## src/rtl/tfd_pkg.sv

```systemverilog
// Package with the frame constants and shared types of the telemetry frame decoder.
`default_nettype none

package tfd_pkg;

  // Frame marker bytes.
  localparam logic [7:0] SYNC_BYTE  = 8'h16;
  localparam logic [7:0] START_BYTE = 8'h53;
  localparam logic [7:0] NEG_MARK   = 8'h10;

  // Payload widths of the result fields.
  localparam int TEMP_W   = 9;
  localparam int BYTE_W   = 8;
  localparam int POWER_W  = 16;
  localparam int OUT_BITS = TEMP_W + 3 * BYTE_W + POWER_W;
  localparam int OUT_W    = ((OUT_BITS + 7) / 8) * 8;

  // Body positions are compared at a fixed width that covers the longest body.
  localparam int POS_W = 6;
  localparam logic [POS_W-1:0] POS_SIGN     = 6'd1;
  localparam logic [POS_W-1:0] POS_TEMP     = 6'd2;
  localparam logic [POS_W-1:0] POS_HUMIDITY = 6'd3;
  localparam logic [POS_W-1:0] POS_SHOCK    = 6'd4;
  localparam logic [POS_W-1:0] POS_FAN      = 6'd5;
  localparam logic [POS_W-1:0] POS_POWER_HI = 6'd6;
  localparam logic [POS_W-1:0] POS_POWER_LO = 6'd7;

  // Frame parser state.
  typedef enum logic [2:0] {
    PH_HUNT  = 3'b001,
    PH_START = 3'b010,
    PH_BODY  = 3'b100
  } phase_t;

endpackage : tfd_pkg

`default_nettype wire

```

## src/rtl/telemetry_frame_decoder_unit.sv

```systemverilog
// Top level of the telemetry frame decoder: byte parser, field holds and result register.
//
// The in_ channel carries one received serial byte per transfer. The parser hunts for
// the sync byte 0x16, then requires 0x53 as the next byte (any other byte is dropped and
// hunting resumes with the byte after it), then collects a body of BODY_LENGTH bytes.
// Bytes inside a body are data only and are never taken as sync bytes.
// The out_ channel carries one decoded result per complete frame. The result is loaded
// into the output register at the edge that takes the last body byte and is shown on
// out_tvalid in the cycle after the transfer of that byte.
// Throughput is one byte per cycle while in_tready is high: all per-byte work is a compare
// and a field select between the parser state registers and the result register.
// While a result waits on out_tready, bytes keep being taken; only the last body byte of
// the next frame is held off (in_tready low) until the waiting result has been taken.
// A frame is two header bytes and BODY_LENGTH body bytes long, so this stall occurs only
// when a result is still waiting as the last body byte of the next frame arrives.
// A synchronous active-low reset returns the parser to hunting and empties the result
// register; the field holds need no reset since each frame rewrites all of them.
`default_nettype none

module telemetry_frame_decoder_unit #(
  parameter int BODY_LENGTH = 8
) (
  input  wire                      clk,
  input  wire                      rst_n,
  // Input channel.
  input  wire                      in_tvalid,
  output logic                     in_tready,
  input  wire  [7:0]               in_tdata,   // [7:0] rx_byte
  // Result channel.
  output logic                     out_tvalid,
  input  wire                      out_tready,
  // [8:0] temperature (signed), [16:9] humidity, [24:17] shock,
  // [32:25] fan_state, [48:33] power_reading, upper bits zero.
  output logic [tfd_pkg::OUT_W-1:0] out_tdata
);

  localparam int IDX_W = (BODY_LENGTH > 1) ? $clog2(BODY_LENGTH) : 1;
  localparam logic [IDX_W-1:0] LAST_IDX = IDX_W'(BODY_LENGTH - 1);

  // Parser state.
  tfd_pkg::phase_t  phase_r, phase_nxt;
  logic [IDX_W-1:0] idx_r, idx_nxt;

  // Field holds; each frame overwrites all of them before its result is taken.
  logic        neg_r, neg_nxt;
  logic [7:0]  mag_r, mag_nxt;
  logic [7:0]  hum_r, hum_nxt;
  logic [7:0]  shock_r, shock_nxt;
  logic [7:0]  fan_r, fan_nxt;
  logic [15:0] power_r, power_nxt;

  // Result register.
  logic                       out_valid_r;
  logic [tfd_pkg::OUT_W-1:0]  out_data_r, out_data_nxt;

  logic                          in_xfer;
  logic                          last_slot;
  logic [tfd_pkg::POS_W-1:0]     body_pos;
  logic [tfd_pkg::TEMP_W-1:0]    temp_val;

  // The only byte that produces a result is the last body byte, known from state alone.
  assign last_slot = (phase_r == tfd_pkg::PH_BODY) && (idx_r == LAST_IDX);
  assign in_tready = !(last_slot && out_valid_r && !out_tready);
  assign in_xfer   = in_tvalid && in_tready;
  assign body_pos  = tfd_pkg::POS_W'(idx_r);

  // Next parser state and field holds for the byte on the input.
  always_comb begin
    phase_nxt = phase_r;
    idx_nxt   = idx_r;
    neg_nxt   = neg_r;
    mag_nxt   = mag_r;
    hum_nxt   = hum_r;
    shock_nxt = shock_r;
    fan_nxt   = fan_r;
    power_nxt = power_r;
    unique case (phase_r)
      tfd_pkg::PH_START: begin
        idx_nxt = '0;
        if (in_tdata == tfd_pkg::START_BYTE) begin
          phase_nxt = tfd_pkg::PH_BODY;
        end else begin
          phase_nxt = tfd_pkg::PH_HUNT;
        end
      end
      tfd_pkg::PH_BODY: begin
        case (body_pos)
          tfd_pkg::POS_SIGN:     neg_nxt         = (in_tdata == tfd_pkg::NEG_MARK);
          tfd_pkg::POS_TEMP:     mag_nxt         = in_tdata;
          tfd_pkg::POS_HUMIDITY: hum_nxt         = in_tdata;
          tfd_pkg::POS_SHOCK:    shock_nxt       = in_tdata;
          tfd_pkg::POS_FAN:      fan_nxt         = in_tdata;
          tfd_pkg::POS_POWER_HI: power_nxt[15:8] = in_tdata;
          tfd_pkg::POS_POWER_LO: power_nxt[7:0]  = in_tdata;
          default: ;
        endcase
        if (idx_r == LAST_IDX) begin
          phase_nxt = tfd_pkg::PH_HUNT;
          idx_nxt   = '0;
        end else begin
          idx_nxt = idx_r + IDX_W'(1);
        end
      end
      default: begin
        // Hunting; an unexpected phase code behaves the same way.
        if (in_tdata == tfd_pkg::SYNC_BYTE) begin
          phase_nxt = tfd_pkg::PH_START;
        end else begin
          phase_nxt = tfd_pkg::PH_HUNT;
        end
      end
    endcase
  end

  // The result sees the holds as updated by the last body byte itself.
  always_comb begin
    temp_val = neg_nxt ? (9'd0 - {1'b0, mag_nxt}) : {1'b0, mag_nxt};
    out_data_nxt = tfd_pkg::OUT_W'({power_nxt, fan_nxt, shock_nxt, hum_nxt, temp_val});
  end

  always_ff @(posedge clk) begin
    if (!rst_n) begin
      phase_r <= tfd_pkg::PH_HUNT;
      idx_r   <= '0;
    end else if (in_xfer) begin
      phase_r <= phase_nxt;
      idx_r   <= idx_nxt;
    end
  end

  always_ff @(posedge clk) begin
    if (in_xfer) begin
      neg_r   <= neg_nxt;
      mag_r   <= mag_nxt;
      hum_r   <= hum_nxt;
      shock_r <= shock_nxt;
      fan_r   <= fan_nxt;
      power_r <= power_nxt;
    end
  end

  // Output register: loaded on the last body byte, emptied when the receiver takes it.
  always_ff @(posedge clk) begin
    if (!rst_n) begin
      out_valid_r <= 1'b0;
    end else if (in_xfer && last_slot) begin
      out_valid_r <= 1'b1;
    end else if (out_tready) begin
      out_valid_r <= 1'b0;
    end
  end

  always_ff @(posedge clk) begin
    if (in_xfer && last_slot) begin
      out_data_r <= out_data_nxt;
    end
  end

  assign out_tvalid = out_valid_r;
  assign out_tdata  = out_data_r;

endmodule : telemetry_frame_decoder_unit

`default_nettype wire

```

## config.mk

```make
export PLATFORM = sky130hd
export DESIGN_NAME = telemetry_frame_decoder_unit
export DESIGN_NICKNAME = d
export VERILOG_FILES = /design/src/rtl/tfd_pkg.sv /design/src/rtl/telemetry_frame_decoder_unit.sv
export SDC_FILE = /design/constraint.sdc
export NUM_CORES = 1
export LEC_CHECK = 0
export CORE_ASPECT_RATIO = 1.2
export CORE_MARGIN = 1.5
export CORE_UTILIZATION = 50
export DETAILED_ROUTE_END_ITERATION = 12
export DONT_BUFFER_PORTS = 1
export PLACE_DENSITY = 0.71
export SYNTH_ARGS = -nofsm -noshare
export SYNTH_HDL_FRONTEND = slang
export SYNTH_SLANG_ARGS = --single-unit
```

## constraint.sdc

```tcl
create_clock -name clk -period 4.19 [get_ports clk]
set_input_delay 1.0475 -clock clk [delete_from_list [all_inputs] [get_ports clk]]
set_output_delay 1.0475 -clock clk [all_outputs]
set_load 0.05 [all_outputs]
```

Yosys cells after proc, flatten, opt, wreduce, memory -nomap -nowiden

Index checks and enable logic that the tools add are counted.

Multiplexer cells: 22
Add/sub/neg operators: 2
Reductions and logical operators: 11
Equal/unequal tests: 13

Operators with widths:

| cell                                                  | number |
|---|---|
| two-way mux 8 bit                                     | 11 |
| equality test 8 x 5 -> 1 bit, second input constant   | 2 |
| two-way mux 16 bit                                    | 1 |
| equality test 3 bit, second input constant            | 5 |
| one-hot mux 3 bit (2 select lines)                    | 2 |
| equality test 3 x 2 -> 1 bit, second input constant   | 3 |
| two-way mux 3 bit                                     | 3 |
| subtractor 1 x 8 -> 9 bit, first input constant       | 1 |
| equality test 8 x 7 -> 1 bit, second input constant   | 1 |
| logical AND 1 bit                                     | 5 |
| two-way mux 1 bit                                     | 4 |
| AND reduction 2 bit                                   | 2 |
| nonzero test 2 bit                                    | 2 |
| adder 3 x 1 -> 3 bit, second input constant           | 1 |
| equality test 3 x 1 -> 1 bit, second input constant   | 1 |
| logical NOT 1 bit                                     | 2 |
| two-way mux 2 bit                                     | 1 |
| inequality test 2 x 1 -> 1 bit, second input constant | 1 |

Register bits after elaboration: 105
Word-level logic and storage cells: 59
Output and inout port bits: 58
Input bits: 12

Longest topological paths before layout

Word-level depth: 8
Mapped depth: 7
Mapped depth without buffers: 7

Worst setup path before layout

OpenSTA, ideal clock, no wires.

Path type: input to register
From: input out_tready
To: register out_data_r (netlist bit out_tdata[0]) (enable)
Setup slack: 0.375 ns
Data required time: 3.734 ns
Arrival time: 3.359 ns
Buffers on the path: 0
Library setup time: 0.456 ns
Stages on the path: 3
Cell sequence: nand2b_1 o21ai_1 nor2_1

Word-level cells in the longest chain between the ends: 5

RTL lines:

| what                 | line                                | text |
|---|---|---|
| start, declared      | telemetry_frame_decoder_unit.sv:31  | `input wire out_tready,` |
| logical NOT 1 bit    | telemetry_frame_decoder_unit.sv:63  | `assign in_tready = !(last_slot && out_valid_r && !out_tready);` |
| logical AND 1 bit    | telemetry_frame_decoder_unit.sv:63  |  |
| logical NOT 1 bit    | telemetry_frame_decoder_unit.sv:63  |  |
| logical AND 1 bit    | telemetry_frame_decoder_unit.sv:64  | `assign in_xfer = in_tvalid && in_tready;` |
| logical AND 1 bit    | telemetry_frame_decoder_unit.sv:154 | `if (in_xfer && last_slot) begin` |
| end signal, assigned | telemetry_frame_decoder_unit.sv:155 | `out_data_r <= out_data_nxt;` |
| end, declared        | telemetry_frame_decoder_unit.sv:54  | `logic [tfd_pkg::OUT_W-1:0] out_data_r, out_data_nxt;` |

No other way between the ends.
A chain may end at the register's enable or synchronous reset.

Final worst setup path

From: register idx_r[0]
To: output in_tready

Word-level cells in the longest chain between the ends: 5

RTL lines:

| what                            | line                                | text |
|---|---|---|
| start, declared                 | telemetry_frame_decoder_unit.sv:42  | `logic [IDX_W-1:0] idx_r, idx_nxt;` |
| start signal, assigned          | telemetry_frame_decoder_unit.sv:127 | `idx_r <= idx_nxt;` |
| equality test 3 bit             | telemetry_frame_decoder_unit.sv:62  | `assign last_slot = (phase_r == tfd_pkg::PH_BODY) && (idx_r == LAST_IDX);` |
| logical AND 1 bit               | telemetry_frame_decoder_unit.sv:62  |  |
| logical AND 1 bit (2 in series) | telemetry_frame_decoder_unit.sv:63  |  |
| logical NOT 1 bit               | telemetry_frame_decoder_unit.sv:63  |  |
| end, declared                   | telemetry_frame_decoder_unit.sv:27  | `output logic in_tready,` |

No other way between the ends.

==> summary.md <==
| Metric | Value |
|---|---|
| Distinct cells, synth | `39` |
| Post-synth top area share | `0.6802` |
| Fillers | `684` |
| Die Y | `~100 µm` |
| Clock transition at path regs | `100 ps` |
| DR vias/cell | `5.317` |
| Hold endpoint | `idx_r[1]` |
| P_sw | `0.3961 mW` |
| Synth top area cells | `edfxtp_1 (68%), mux2_2 (11%), dfxtp_1 (3.2%)` |
| Diode count | `0` |
| Drt wl/cell | `between 15 and 20 µm` |
| Flops & latches, synth | `105` |
| DRT Wirelength | `7051 µm` |
| Post-DP HPWL | `4559 µm` |
| Reg-to-reg critical path endpoint | `shock_r[5]` |
| Final Power | `1.883 mW` |
| CP Data Required Time | `3140 ps` |
| Finish-stage setup viols | `0` |
| Cts bufs inserted | `9` |
| Power per cell area | `406.7 nW/µm²` |
| Final Cell Area | `~4600 µm²` |
| R2R cell count | `5` |
| Internal cell power | `1.487 mW` |
| Port Buffers | `0` |
| Crit path time final | `3459 ps` |
| Drt drc | `0` |
| Initial antenna violation count | `0` |
| Post-CTS Hold Fix Bufs | `0` |
| Core area | `about 8500 µm²` |
| Post-route clock period utilization | `0.8255` |
| Vias in the first global route | `2,002` |
| First-pass GRT wire length | `~11,000 µm` |
| Final setup TNS | `0 ps` |
| Sink Count | `105` |
| Worst vdd ir | `around 210 µV` |
| Finished Core Util | `0.5464` |
| Die Footprint | `9223 µm²` |
| First-iteration detailed-routing DRC count | `144` |
| Hold Violations, Final | `0` |
| Worst Hold Class | `register to register` |
| Crit path launch type | `register` |
| Beginning of the worst hold path | `idx_r[1]` |
| Max Clk Rate | `289.1 MHz` |
| Final Skew | `roughly 7.4 ps` |
| FF-to-FF Start | `idx_r[0]` |
| Arr. time, crit path | `~2400 ps` |
| CP Capture Type | `output port` |
| Gate count of the mapped netlist | `255` |
| Mean Syn Cell Area | `16.97 µm²` |
| H-tree levels | `3` |
| Area delta synth->final | `6.998%` |
| IO Pins | `70` |
| Yosys top cell by area | `edfxtp_1` |
| Most common cell after layout, fill and taps aside | `edfxtp_1` |
| Layout cells sized above 1 | `0.2755` |
| Total GRT Usage | `0.1662` |
| RSZ-0062 raised after global routing | `false` |
| Critical path type | `register to output port` |
| Worst Path Max Fanout | `11` |
| Initial core utilization | `0.5107` |
| Status | `finished clean` |
| Hold Path Depth | `2` |
| Synthesized cell area | `4327 µm²` |
| Placed Area | `4427 µm²` |
| Max-slew violation count | `0` |
| GP Congestion | `0.8070` |
| R2r setup slk | `1250 ps` |
| Gate power share | `0.040` |
| Most frequent cells in the layout | `edfxtp_1 (98), mux2_2 (41), nor2_1 (11), clkbuf_8 (9)` |
| Post-CTS Setup Repair Bufs | `0` |
| Vias after detailed routing | `2,031` |
| Root buffer cell | `clkbuf_8` |
| CTS tree | `yes` |
| Ys async rst share | `0` |
| Clk pwr share | `0.331` |
| Max Buffers Root-to-Sink | `2` |
| Die width | `87.92 µm` |
| Total grt overflow | `0` |
| Drt pass-1 iters | `4` |
| Largest net degree at the start of global routing | `50` |
| Part of the power in registers | `0.629` |
| Sw Ratio | `0.2104` |
| Slew @ Worst Pin | `roughly 1100 ps` |
| Post-route ant nets | `0` |
| Max cap viols | `0` |
| Synth warn | `0` |
| Core Rows | `37` |
| Leakage | `~1.6 nW` |
| Final net count | `278` |
| Sequential fraction of the synthesis area | `0.7126` |
| Top FF cell, synth | `edfxtp_1` |
| Post-synth EDFFs | `slightly below 100` |
| CTS-repair resized insts | `0` |
| Relative slew slack | `0.2768` |
| Hold Slack | `542.2 ps` |
| Clock Latency Late Sink | `360 ps` |
sequential cells by signal, summed over array words and instances, names as in the netlist, 3 cells and up:
| register | cells |
|---|---|
| shock_r | 8 |
| power_r | 16 |
| phase_r | 3 |
| mag_r | 8 |
| idx_r | 3 |
| hum_r | 8 |
| fan_r | 8 |
| out_tdata | 49 |
worst max-delay path, cell delays in order, from the launching register on:
cell and delay, ps:
dfxtp_1 420, ha_1 200, ha_1 240, nand4bb_1 540, or2_2 650
layer usage:
layer  vias up  routed length (µm)  GRT usage
li1        956                   -          -
met1      1015                3019     0.2171
met2        51                3524     0.2530
met3         9                 384    0.05924
met4         0                 123    0.06463
met5         -                   0          0
how the worst max path moves through the flow:
stage / startpoint / endpoint / slack [ps] / cells after the start
finish: idx_r[0] / in_tready / 730 / 4
CTS: idx_r[0] / in_tready / 690 / 4
global placement: idx_r[0] / in_tready / 1170 / 4
floorplan: out_tready / out_tdata[0] / 380 / 3
global route: idx_r[0] / in_tready / 540 / 4
detailed placement: idx_r[0] / in_tready / 1120 / 4
per-stage QoR:
step | std cells | setup slack [ps]
4_1_cts | 382 | 688.1
5_1_grt | 382 | 538.8
2_1_floorplan | 261 | 375.4
3_5_place_dp | 366 | 1115
6_report | 382 | 731.1
3_3_place_gp | 366 | 1169
cell type report:
class,count,area (µm²),area share
Inverter,7,26.28,0.005676
Clock buffer,9,123.9,0.02676
Multi-Input combinational cell,136,1164,0.2514
Clock inverter,7,78.83,0.01703
Tap cell,117,146.4,0.03162
Sequential cell,105,3083,0.6659
Timing Repair Buffer,1,7.507,0.001622
power by group through the flow:
stage / sequential, mW / combinational [mW] / clock, mW
6_report: 1.18 / 0.0758 / 0.622
5_1_grt: 1.19 / 0.0829 / 0.675
2_1_floorplan: 1.21 / 0.0718 / 0
4_1_cts: 1.18 / 0.0759 / 0.641
3_3_place_gp: 1.21 / 0.0737 / 0
3_5_place_dp: 1.21 / 0.0758 / 0
cells by family after synthesis:
group | share of synthesized area
flip-flops | 0.7125
multiplexers | 0.1466
adder cells (fa/ha/maj) | 0.01735
AO/OA/AOI/OAI | 0.01591
AND/OR/NAND/NOR | 0.06507
buffers and inverters | 0.02544
XOR/XNOR | 0.01619
other | 0.0008667
Yosys cell counts (2+ instances only):
cell      instances
a21oi_1           2
mux2_2           41
nor3b_1           2
nand2_1           7
mux2i_2           2
nand3_1           7
a21boi_0          2
nand2b_1          3
nor2_1           12
xnor2_1           7
buf_4             7
mux2_4            5
ha_1              6
inv_1             6
and2_1            2
clkbuf_1          4
o21ai_1           2
nand3_2           2
mux2i_1           7
edfxtp_1         98
nor3_1            5
nor2b_1           3
dfxtp_1           7
No activity file was read; power rests on OpenSTA's default activity.
